## src/hw/rtl/spe_pkg.sv

```systemverilog
// ----------------------------------------------------------------------------
// spe_pkg
// Shared types and fixed-point constants of the sinusoidal position embedding
// pipeline.
// ----------------------------------------------------------------------------
package spe_pkg;

   // Q24 log2(10000), Q30 ln(2), Q32 1/(2*pi), Q30 pi/2, Q30 one
   localparam logic [27:0] LOG2_10000_Q24 = 28'd222930821;
   localparam logic [29:0] LN2_Q30        = 30'd744261118;
   localparam logic [29:0] INV2PI_Q32     = 30'd683565276;
   localparam logic [30:0] HALFPI_Q30     = 31'd1686629713;
   localparam logic [30:0] ONE_Q30        = 31'h4000_0000;

   localparam int TERM_W    = 32;   // series term and multiplier width
   localparam int SUM_W     = 34;   // signed series accumulator width
   localparam int QUO_W     = 28;   // quotient bits of the exponent divide
   localparam int DIV_STEPS = QUO_W;
   localparam int EXP_TERMS = 12;
   localparam int SIN_TERMS = 8;

   // configuration register indexes
   localparam logic REG_MODEL_WIDTH  = 1'b0;
   localparam logic REG_PAD_POSITION = 1'b1;

   // per-request sideband that travels with the datapath
   typedef struct packed {
      logic        zero;      // force result to zero
      logic        cosine;    // column in second half of the row
      logic        neg;       // lower half of the circle
      logic [3:0]  shift;     // integer part of the exponent
      logic [11:0] position;
   } side_type;

endpackage

```

## src/hw/rtl/spe_div_step.sv

```systemverilog
// ----------------------------------------------------------------------------
// spe_div_step
// One registered step of the restoring divider: one quotient bit per stage.
// ----------------------------------------------------------------------------
module spe_div_step (
   input  logic                         clock,
   input  logic                         reset,
   input  logic                         en,
   input  logic                         in_valid,
   input  spe_pkg::side_type            in_side,
   input  logic [11:0]                  in_div,
   input  logic [11:0]                  in_rem,
   input  logic [spe_pkg::QUO_W-1:0]    in_work,
   output logic                         out_valid,
   output spe_pkg::side_type            out_side,
   output logic [11:0]                  out_div,
   output logic [11:0]                  out_rem,
   output logic [spe_pkg::QUO_W-1:0]    out_work
);
   import spe_pkg::*;

   logic              valid_ff;
   side_type          side_ff;
   logic [11:0]       div_ff, rem_ff, rem_in;
   logic [QUO_W-1:0]  work_ff, work_in;
   logic [12:0]       trial;
   logic              ge;

   // shift in the next dividend bit, subtract when it fits
   always_comb begin
      trial   = {in_rem, in_work[QUO_W-1]};
      ge      = trial >= {1'b0, in_div};
      rem_in  = ge ? 12'(trial - {1'b0, in_div}) : trial[11:0];
      work_in = {in_work[QUO_W-2:0], ge};
   end

   always_ff @(posedge clock) begin
      if (reset) begin
         valid_ff <= 1'b0;
      end else if (en) begin
         valid_ff <= in_valid;
      end
   end

   always_ff @(posedge clock) begin
      if (en) begin
         side_ff <= in_side;
         div_ff  <= in_div;
         rem_ff  <= rem_in;
         work_ff <= work_in;
      end
   end

   assign out_valid = valid_ff;
   assign out_side  = side_ff;
   assign out_div   = div_ff;
   assign out_rem   = rem_ff;
   assign out_work  = work_ff;

endmodule

```

## config.mk

```make
export PLATFORM = sky130hd
export DESIGN_NAME = spe_div_step
export DESIGN_NICKNAME = d
export VERILOG_FILES = /design/src/hw/rtl/spe_pkg.sv /design/src/hw/rtl/spe_div_step.sv
export SDC_FILE = /design/constraint.sdc
export NUM_CORES = 1
export LEC_CHECK = 0
export BUFFER_PORTS_ARGS = -buffer_cell sky130_fd_sc_hd__buf_4
export CAP_MARGIN = 10
export CORE_AREA = 2 2 74 111
export CTS_CLUSTER_SIZE = 30
export DETAILED_ROUTE_END_ITERATION = 10
export DIE_AREA = 0 0 76 113
export GPL_TIMING_DRIVEN = 0
export PLACE_DENSITY = 0.74
export SYNTH_ARGS = -nofsm -noshare
export SYNTH_HDL_FRONTEND = slang
export SYNTH_SLANG_ARGS = --single-unit
```

## constraint.sdc

```tcl
create_clock -name clock -period 2.7 [get_ports clock]
set_input_delay 0.405 -clock clock [delete_from_list [all_inputs] [get_ports clock]]
set_output_delay 0.405 -clock clock [all_outputs]
set_load 0.02 [all_outputs]
```

==> impl_metrics.csv <==
group,metric,value,unit
yosys,avgSynthCellArea,16.6,um2
timing,worst_pin_slew,0.898,ns
floorplanning,rows,39,
hold_path,hold_depth,2,
floorplanning,die_h,113,um
grt,first_global_vias,2101,
grt,grt-ovfl-total,0,
finish,drive_gt1_share,52.0,%
worst_setup_path,rr_startpoint,"out_valid",
worst_setup_path,arrival,2.68,ns
finish,antenna_cells,0,
worst_setup_path,r2r-end,"out_valid",
clock_network,cts_buffers,9,
yosys,ys_top_cells_by_area,"edfxtp_1 (71%), ha_1 (5.0%), mux2_4 (3.5%), inv_1 (1.9%), nand3_1 (1.5%)",
yosys,synth_seq_cells,72,
clock_network,clock-root-buffer,"clkbuf_16",
placed_design,gp_congestion,0.758,
yosys,synth_cell_types,37,
floorplanning,die_w,76,um
clock_network,cts.clk_slew.worst_paths,0.05,ns
timing,setup_ws,0.0937,ns
yosys,synth-seq-area-share,71.2,%
finish,fin_util,60.1,%
worst_setup_path,critical_path_class,"primary input to flop",
pwr,p_per_area,672,mW/mm2
timing,skew,0,ns
yosys,synth.top_cell.area_share,70.6,%
yosys,yosysTopAreaCell,"edfxtp_1",
clock_network,cts_buffer_depth,2,
timing,tns,0,ns
grt,antenna_found_initial,0,
grt,grt_usage,16.6,%
floorplanning,die-area,0.00859,mm2
timing,fmax,0.384,GHz
timing,fin_crit_sh,96.5,%
placed_design,dp.cells,430,
hold_path,holdPathEnd,"out_valid",
yosys,synth_nets,270,
floorplanning,start_util,40.0,%
finish,stdcell_area,0.00455,mm2
placed_design,post-place-ws,-0.298,ns
worst_setup_path,worst-r2r-cell-count,2,
yosys,synthFlopType,"edfxtp_1",
yosys,syn_inst,182,
routing,ant_nets,0,
grt,grt_pass1_wl,10900,um
worst_setup_path,cp-start-kind,"primary input",
yosys,netlist_area,0.00302,mm2
yosys,synth-edff-count,71,
timing,finalHoldViolCount,0,
grt,grt_max_degree,73,
routing,routed_wl,6920,um
pwr,total_power,3.06,mW
yosys,async_flop_share,0,%
hold_path,hp-start,"reset",
timing,rsz0062_at_grt,"no",
finish,syn_to_final_growth,50.6,%
hold_path,hold_path_class,"primary input to flop",
pwr,p_leak,1.97,nW
clock_network,htree_levels,3,
timing,relSlewSlack,40.1,%
yosys,synth_warnings,0,
timing,finalSetupViolations,0,
worst_setup_path,cp_max_fo,9,
worst_setup_path,r2r_slack,2.12,ns
timing,holdWs,0.239,ns
clock_network,cts_tree,"yes",
yosys,yosysMostFrequentCell,"edfxtp_1",
routing,first_iter_violations,72,
run_status,status,"finished, final reports clean",
routing,dr.pass1.iters,4,
clock_network,clkSinkCount,72,
pwr,ir_worst_vdd,0.281,mV
routing,drcViolationCount,0,
finish,fin_nets,431,
floorplanning,fp.coreArea,0.00756,mm2
floorplanning,io_pins,147,
worst_setup_path,worstPathRequired,2.77,ns
placed_design,placement.io_buffers,146,
clock_network,postCtsHoldBufs,0,
clock_network,clk_latency,0.32,ns
flow_run,maxCapViolations,0,
routing,vias,2101,
placed_design,place_area,0.00425,mm2
timing,final-max-slew-violation-count,0,
routing,wl_per_cell,15.4,um
routing,via_per_inst,4.67,
timing,layout_min_cycle_time,2.61,ns
worst_setup_path,crit_path_end_kind,"flop",
yosys,synthTopCellsByCount,"edfxtp_1 (71), inv_1 (15), ha_1 (12)",
finish,final_cells,450,
placed_design,dp_hpwl,5290,um
[critical path, cell delays in order]
cell,delay (ns)
buf_4,0.08
inv_1,0.03
ha_1,0.36
a21oi_1,0.33
o211ai_1,0.23
o311a_4,0.42
nor4_4,0.29
buf_8,0.21
mux2_4,0.31
[cell usage in the layout, fill, tap and decap left out, drive strengths merged, types with 2 or more instances in the layout]
cell | Yosys | routed
xor2 | 3 | 3
o31a | 2 | 2
clkinv | 0 | 2
ha | 12 | 12
nor2b | 5 | 5
nor2 | 10 | 10
nand3 | 9 | 9
clkbuf | 1 | 11
nor4 | 2 | 2
mux2i | 4 | 4
xnor2 | 5 | 5
a21oi | 5 | 5
nand2 | 4 | 4
inv | 15 | 16
o21a | 2 | 2
nor3 | 3 | 3
mux2 | 10 | 10
edfxtp | 71 | 71
clkinvlp | 0 | 3
buf | 1 | 151
o21ai | 3 | 3
[power breakdown]
part	switching, mW	internal (mW)
Sequential	0.0289	1.35
Clock	0.426	0.623
Combinational	0.318	0.312
Total	0.772	2.29
[metal layers]
| layer | vias up | track usage, % | wire [um] |
|---|---|---|---|
| li1 | 1018 | - | - |
| met1 | 981 | 17.4 | 2550 |
| met2 | 96 | 31.4 | 3860 |
| met3 | 6 | 5.18 | 440 |
| met4 | 0 | 5.09 | 80 |
| met5 | - | 0 | 0 |
[repair_timing]
item	4_1_cts	5_1_grt
setup endpoints to repair	0	7
gates resized for setup	0	0
buffers inserted	0	4
[cell type report]
type                       count  area (um2)
buffer                         2        18.8
clock buffer                  10         229
clock inverter                 6        45.0
fill                         616        3010
inverter                      15        56.3
multi-input combinational     93         795
sequential                    72        2150
tap                          102         128
timing repair buffer         150        1130
[how the worst max path moves through the flow]
| stage | startpoint | end | slack [ns] |
|---|---|---|---|
| 3_3_place_gp | in_div[1] | out_rem[10] | -0.27 |
| 6_report | in_div[6] | out_rem[5] | 0.09 |
| 5_1_grt | in_div[1] | out_rem[5] | 0.02 |
| 3_5_place_dp | in_div[1] | out_rem[8] | -0.30 |
| 4_1_cts | in_div[1] | out_rem[5] | 0.04 |
| 2_1_floorplan | in_div[1] | out_rem[10] | 0.03 |
[sequential cells by signal (all words and copies together), names as in the netlist]
signal,count
out_div,12
out_rem,12
out_side,19
out_valid,1
out_work,28
[cell families after synthesis]
group | share of synthesized area, %
XOR/XNOR | 2.32
AND/OR/NAND/NOR | 6.38
adder cells (fa/ha/maj) | 5.63
buffers and inverters | 2.48
AO/OA/AOI/OAI | 6.05
multiplexers | 5.92
flip-flops | 71.2
(Power assumes the default switching activity.)
