### src/hw/rtl/spe_pkg.sv
// ----------------------------------------------------------------------------
// spe_pkg
// Shared types and fixed-point constants of the sinusoidal position embedding
// pipeline.
// ----------------------------------------------------------------------------
package spe_pkg;

   // Q24 log2(10000), Q30 ln(2), Q32 1/(2*pi), Q30 pi/2, Q30 one
   localparam logic [27:0] LOG2_10000_Q24 = 28'd222930821;
   localparam logic [29:0] LN2_Q30        = 30'd744261118;
   localparam logic [29:0] INV2PI_Q32     = 30'd683565276;
   localparam logic [30:0] HALFPI_Q30     = 31'd1686629713;
   localparam logic [30:0] ONE_Q30        = 31'h4000_0000;

   localparam int TERM_W    = 32;   // series term and multiplier width
   localparam int SUM_W     = 34;   // signed series accumulator width
   localparam int QUO_W     = 28;   // quotient bits of the exponent divide
   localparam int DIV_STEPS = QUO_W;
   localparam int EXP_TERMS = 12;
   localparam int SIN_TERMS = 8;

   // configuration register indexes
   localparam logic REG_MODEL_WIDTH  = 1'b0;
   localparam logic REG_PAD_POSITION = 1'b1;

   // per-request sideband that travels with the datapath
   typedef struct packed {
      logic        zero;      // force result to zero
      logic        cosine;    // column in second half of the row
      logic        neg;       // lower half of the circle
      logic [3:0]  shift;     // integer part of the exponent
      logic [11:0] position;
   } side_type;

endpackage

### src/hw/rtl/spe_series_stage.sv
// ----------------------------------------------------------------------------
// spe_series_stage
// One term of a power series: term = floor(floor(term*mul/2^30)/DIVISOR),
// added to or subtracted from the running sum. Three register layers.
// ----------------------------------------------------------------------------
module spe_series_stage #(
   parameter int unsigned DIVISOR = 1,
   parameter bit          NEGATE  = 1'b0
) (
   input  logic                                clock,
   input  logic                                reset,
   input  logic                                en,
   input  logic                                in_valid,
   input  spe_pkg::side_type                   in_side,
   input  logic [spe_pkg::TERM_W-1:0]          in_term,
   input  logic [spe_pkg::TERM_W-1:0]          in_mul,
   input  logic signed [spe_pkg::SUM_W-1:0]    in_sum,
   output logic                                out_valid,
   output spe_pkg::side_type                   out_side,
   output logic [spe_pkg::TERM_W-1:0]          out_term,
   output logic [spe_pkg::TERM_W-1:0]          out_mul,
   output logic signed [spe_pkg::SUM_W-1:0]    out_sum
);
   import spe_pkg::*;

   localparam logic [63:0] RECIP_WIDE = 64'h0000_0000_FFFF_FFFF / 64'(DIVISOR);
   localparam logic [31:0] RECIP      = RECIP_WIDE[31:0];
   localparam logic [33:0] DIV_ONE    = 34'(DIVISOR);
   localparam logic [33:0] DIV_TWO    = 34'(2 * DIVISOR);

   logic [2:0]               valid_ff;
   side_type                 side1_ff, side2_ff, side3_ff;
   logic [TERM_W-1:0]        mul1_ff, mul2_ff, mul3_ff;
   logic signed [SUM_W-1:0]  sum1_ff, sum2_ff, sum3_ff, sum3_in;
   logic [31:0]              p1_ff, p1_in, p2_ff, q0_ff, q0_in, term3_ff, quo_in;
   logic [63:0]              prod1, prod2;
   logic [33:0]              qd, rem;

   // layer 1: product, layer 2: reciprocal estimate, layer 3: correct and sum
   always_comb begin
      prod1   = 64'(in_term) * 64'(in_mul);
      p1_in   = prod1[61:30];
      prod2   = 64'(p1_ff) * 64'(RECIP);
      q0_in   = prod2[63:32];
      qd      = {2'b00, q0_ff} * DIV_ONE;
      rem     = {2'b00, p2_ff} - qd;
      if (rem >= DIV_TWO) begin
         quo_in = q0_ff + 32'd2;
      end else if (rem >= DIV_ONE) begin
         quo_in = q0_ff + 32'd1;
      end else begin
         quo_in = q0_ff;
      end
      if (NEGATE) begin
         sum3_in = sum2_ff - $signed({2'b00, quo_in});
      end else begin
         sum3_in = sum2_ff + $signed({2'b00, quo_in});
      end
   end

   always_ff @(posedge clock) begin
      if (reset) begin
         valid_ff <= '0;
      end else if (en) begin
         valid_ff <= {valid_ff[1:0], in_valid};
      end
   end

   always_ff @(posedge clock) begin
      if (en) begin
         side1_ff <= in_side;
         mul1_ff  <= in_mul;
         sum1_ff  <= in_sum;
         p1_ff    <= p1_in;
         side2_ff <= side1_ff;
         mul2_ff  <= mul1_ff;
         sum2_ff  <= sum1_ff;
         p2_ff    <= p1_ff;
         q0_ff    <= q0_in;
         side3_ff <= side2_ff;
         mul3_ff  <= mul2_ff;
         sum3_ff  <= sum3_in;
         term3_ff <= quo_in;
      end
   end

   assign out_valid = valid_ff[2];
   assign out_side  = side3_ff;
   assign out_term  = term3_ff;
   assign out_mul   = mul3_ff;
   assign out_sum   = sum3_ff;

endmodule

### config.mk
export PLATFORM = sky130hd
export DESIGN_NAME = spe_series_stage
export DESIGN_NICKNAME = d
export VERILOG_FILES = /design/src/hw/rtl/spe_pkg.sv /design/src/hw/rtl/spe_series_stage.sv
export SDC_FILE = /design/constraint.sdc
export NUM_CORES = 2
export LEC_CHECK = 0
export BUFFER_PORTS_ARGS = -buffer_cell sky130_fd_sc_hd__buf_2
export CAP_MARGIN = 0
export CORE_MARGIN = 10
export CORE_UTILIZATION = 43
export CTS_BUF_LIST = sky130_fd_sc_hd__clkbuf_2
export CTS_CLUSTER_SIZE = 40
export DETAILED_ROUTE_END_ITERATION = 12
export HOLD_SLACK_MARGIN = 0.12
export PLACE_DENSITY = 0.58
export REMOVE_ABC_BUFFERS = 1
export SKIP_LAST_GASP = 1
export SLEW_MARGIN = 0
export SYNTH_ARGS = -nofsm -noshare
export SYNTH_HDL_FRONTEND = slang
export SYNTH_SLANG_ARGS = --single-unit
### constraint.sdc
create_clock -name clock -period 9.2 [get_ports clock]
set_input_delay 1.38 -clock clock [delete_from_list [all_inputs] [get_ports clock]]
set_output_delay 1.38 -clock clock [all_outputs]
set_load 0.02 [all_outputs]
==> results <==
- Adding up every negative setup slack in the final design gives 0 ps.
- Synthesis inferred 386 register bits.
- The residual overflow from global routing is 0.
- The shortest clock period the worst path allows after layout is 8800 ps.
- After routing the design area is 0.0709 mm2.
- The placed instances occupy a cell area of 0.0693 mm2.
- Global routing used 21.7% of the available tracks.
- TritonCTS created 102 clock buffers.
- Cells with a size suffix above 1 make up 10.2% of the layout.
- The highest metal layer with signal wires is met5.
- The run finished with clean final reports.
- In this run the worst path has a maximum fanout of 6.
- Headroom to the max-slew limit came out at 16.8%.
- In the detailed route, the total length drawn on met3 is 12.0 mm.
- For this run, asynchronously set or reset flops after synthesis account for 0%.
- The post-synthesis sequential area ratio is 18.0%.
- Clock tree synthesis found a total of 386 sinks.
- The die covers 0.165 mm2.
- The critical path is of the reg2reg type.
- Once the floorplan was initialized, standard cells occupied 43.4% of the core.
- The region available for standard cell placement spans 0.148 mm2.
- The half-perimeter wire length of the detailed placement result is 152 mm.
- The cell count after synthesis came out at 6118.
- The required time reported for the critical path endpoint is 10200 ps.
- The floorplan step set the die width to 407 um.
- The routed via count divided by cell count is 5.01.
- The leading register cell type out of synthesis is sky130_fd_sc_hd__edfxtp_1.
- The number of endpoints failing setup at the final stage is 0.
- After synthesis the cells add up to 0.0643 mm2.
- The final max-slew violation count is 0.
- The count of port buffers added during placement is 238.
- The start point of the worst hold path is sum1_ff[12].
- On the final layout, the worst clock skew is 239 ps.
- For this run, design rule violations remaining after detail routing come to 0.
- Averaged over all synthesized cells, the footprint is 10.5 um2.
- The number of enable flip-flop cells after synthesis is 383.
- The routability congestion estimate is 0.992.
- Derived from the worst setup path, the maximum achievable clock frequency is 0.114 GHz.
- TritonCTS built the clock tree.
- Summing over every cut layer, the via total after detailed routing is 42900.
- For this block, the initial DRC count from the detailed router was 2480.
- After detailed routing, the total wire length is 174 mm.
- For the worst-skew pair, the clock arrives at the later sink with an insertion delay of 1480 ps.
- The first global-routing pass estimated 276 mm of wire.
- In this run the number of H-tree levels came out at 3.
- At the end of the flow, the number of nets in the layout was 8614.
- The via count of the first global-routing pass came to 47500.
- Leaving out fill and tap cells, the most frequent cells in the layout are sky130_fd_sc_hd__inv_1 (1576), sky130_fd_sc_hd__fa_1 (1403), sky130_fd_sc_hd__nand2_1 (635), sky130_fd_sc_hd__ha_1 (531), sky130_fd_sc_hd__and2_1 (481).
- The synthesis-to-layout area growth is 10.3%.
- The worst reg-to-reg path cell count is 27.
- The worst register-to-register path has a setup slack of 400 ps.
- The y dimension of the die is 407 um.
- During synthesis, Yosys emitted a total of 0 warnings.
- The most common cell after layout, fill and taps aside is sky130_fd_sc_hd__inv_1.
- The tree is rooted in a sky130_fd_sc_hd__clkbuf_2.
- STA puts the critical path data arrival time at 9800 ps.
- The endpoint of the worst hold path is sum2_ff[12].
- STA classifies the critical path endpoint as a flip-flop.
- The startpoint identified for the worst register-to-register timing path is p1_ff[16].
- Dividing the detail-routed wire length by the instance count gives 20.3 um.
- The initial antenna violation count is 14.
- The worst path uses 95.6% of the clock period.
- The buffer levels on the longest clock path is 3.
- Detailed routing placed a total of 81.6 mm of wire on met2.
- Setup repair after global routing left no endpoint under its margin.
- After clock tree synthesis, the clock-pin slew on the worst setup and hold paths is 120 ps.
- The number of different library cells in the post-synthesis netlist is 79.
- For this block, wires on met1 add up to 76.5 mm.
- The reg-to-reg endpoint is q0_ff[31].
- The iteration count of the initial detailed-routing pass is 6.
- The maximum number of pins on one net before global-route repair is 165.
- The type of the worst min-delay path is reg2reg.
- The pin slew with the least headroom to its limit is 1230 ps.
- The final number of hold-violating endpoints is 0.
- The detail route stage leaves a number of antenna-violating nets equal to 0.
- The floorplan has 141 rows.
- The number of max-cap violations is 0.
- 239 I/O pins were placed.
- The nature of the critical path startpoint is a flip-flop.
- The worst hold path was traced through 0 stages.
registers in the layout, summed over array words and instances (netlist names):
signal / flops
out_sum: 34
sum1_ff: 34
out_term: 32
out_side: 19
mul2_ff: 32
p2_ff: 32
valid_ff: 3
mul1_ff: 32
p1_ff: 32
q0_ff: 32
side2_ff: 19
out_mul: 32
side1_ff: 19
sum2_ff: 34
through the flow:
step	std cells	hold slack (ps)	util (%)	worst slack, ps
6_report	8571	309	47.8	400
5_1_grt	8570	281	47.8	97.3
3_5_place_dp	8328	405	46.8	-540
4_1_cts	8563	197	47.8	225
2_1_floorplan	5906	400	-	836
3_3_place_gp	8328	400	46.8	-497
synthesized netlist by cell type, types with 4 or more instances:
cell type                   count  area [um2]
sky130_fd_sc_hd__clkbuf_1     207         777
sky130_fd_sc_hd__nor2b_1       18         113
sky130_fd_sc_hd__nand2_1      635        2380
sky130_fd_sc_hd__a2111oi_0      6        52.6
sky130_fd_sc_hd__and4_1        13         114
sky130_fd_sc_hd__and2_1       481        3010
sky130_fd_sc_hd__nor4_1        11        68.8
sky130_fd_sc_hd__nor3_1        45         225
sky130_fd_sc_hd__xnor2_1      107         937
sky130_fd_sc_hd__o21ai_0       86         430
sky130_fd_sc_hd__inv_1       1576        5920
sky130_fd_sc_hd__edfxtp_1     383       11500
sky130_fd_sc_hd__and3_1        19         119
sky130_fd_sc_hd__nand3b_1       4        30.0
sky130_fd_sc_hd__o31ai_1        6        45.0
sky130_fd_sc_hd__a21oi_1      135         676
sky130_fd_sc_hd__nor2_1        78         293
sky130_fd_sc_hd__xor2_1        40         350
sky130_fd_sc_hd__a21o_1        73         548
sky130_fd_sc_hd__ha_1         531        6640
sky130_fd_sc_hd__fa_1        1403       28100
sky130_fd_sc_hd__o21a_1        14         105
sky130_fd_sc_hd__o211ai_1      12        90.1
sky130_fd_sc_hd__mux2i_1       10         100
sky130_fd_sc_hd__nand4_1       23         144
sky130_fd_sc_hd__a211o_1        6        52.6
sky130_fd_sc_hd__a211oi_1      18         135
sky130_fd_sc_hd__a221oi_1       4        35.0
sky130_fd_sc_hd__or2_2          5        31.3
sky130_fd_sc_hd__nand3_1       47         235
sky130_fd_sc_hd__o21bai_1      20         150
sky130_fd_sc_hd__a31oi_1       18         113
sky130_fd_sc_hd__nand2b_1      11        68.8
timing repair:
action,in CTS,in global routing
setup endpoints to repair,0,2
hold buffers,55,0
hold endpoints to repair,56,0
buffers inserted,0,2
gates resized for setup,0,3
worst max-delay path: stages, from the launching register on:
cell and delay [ps]:
sky130_fd_sc_hd__edfxtp_1 760, sky130_fd_sc_hd__fa_1 640, sky130_fd_sc_hd__fa_1 530, sky130_fd_sc_hd__inv_1 50, sky130_fd_sc_hd__fa_1 480, sky130_fd_sc_hd__fa_1 560
sky130_fd_sc_hd__inv_1 50, sky130_fd_sc_hd__fa_1 500, sky130_fd_sc_hd__inv_1 60, sky130_fd_sc_hd__fa_1 540, sky130_fd_sc_hd__inv_1 50, sky130_fd_sc_hd__fa_1 490
sky130_fd_sc_hd__fa_1 430, sky130_fd_sc_hd__ha_1 320, sky130_fd_sc_hd__and4_1 210, sky130_fd_sc_hd__and3_1 240, sky130_fd_sc_hd__o311ai_0 420, sky130_fd_sc_hd__a21oi_1 370
sky130_fd_sc_hd__o2111ai_1 170, sky130_fd_sc_hd__buf_4 190, sky130_fd_sc_hd__a21oi_1 140, sky130_fd_sc_hd__buf_4 150, sky130_fd_sc_hd__o211ai_1 170, sky130_fd_sc_hd__o21ai_1 260
sky130_fd_sc_hd__a21o_1 190, sky130_fd_sc_hd__a21oi_1 100, sky130_fd_sc_hd__o21ba_2 220, sky130_fd_sc_hd__xnor2_1 140
area by class of cell:
type | instances | area [um2]
Antenna cell | 6 | 15.0
Clock buffer | 140 | 701
Clock inverter | 40 | 269
Fill cell | 13900 | 77300
Inverter | 1576 | 5920
Multi-Input combinational cell | 3944 | 46000
Sequential cell | 386 | 11600
Tap cell | 1930 | 2410
Timing Repair Buffer | 549 | 3990
metal layers:
metal  global-route usage, %  vias to the layer above
met5                       0                        -
li1                        -                    19400
met2                    35.4                     1200
met1                    29.4                    22000
met3                    4.79                      263
met4                    5.02                       12
cell families (layout without fill, tap and decap cells):
family / count (synthesis) / count (layout) / synth area share (%)
fa+ha+maj: 1934 / 1934 / 54.0
flops: 386 / 386 / 18.0
simple gates: 1404 / 1404 / 10.8
buf+inv: 1788 / 2305 / 10.5
mux: 12 / 12 / 0.191
compound gates: 447 / 447 / 4.51
xor+xnor: 147 / 147 / 2.00
other cells: 0 / 6 / 0
how the worst max path moves through the flow:
| stage | from | endpoint | slack [ps] | depth (start not counted) |
|---|---|---|---|---|
| 5_1_grt | p1_ff[16] | q0_ff[31] | 100 | 27 |
| 4_1_cts | p1_ff[22] | q0_ff[31] | 230 | 25 |
| 3_3_place_gp | in_term[10] | p1_ff[31] | -500 | 28 |
| 6_report | p1_ff[16] | q0_ff[31] | 400 | 27 |
| 3_5_place_dp | in_term[10] | p1_ff[31] | -540 | 28 |
| 2_1_floorplan | in_term[16] | p1_ff[31] | 840 | 28 |
Power is not shown: default switching activity piles up to over one toggle a cycle in this logic, so the estimate is an artifact.
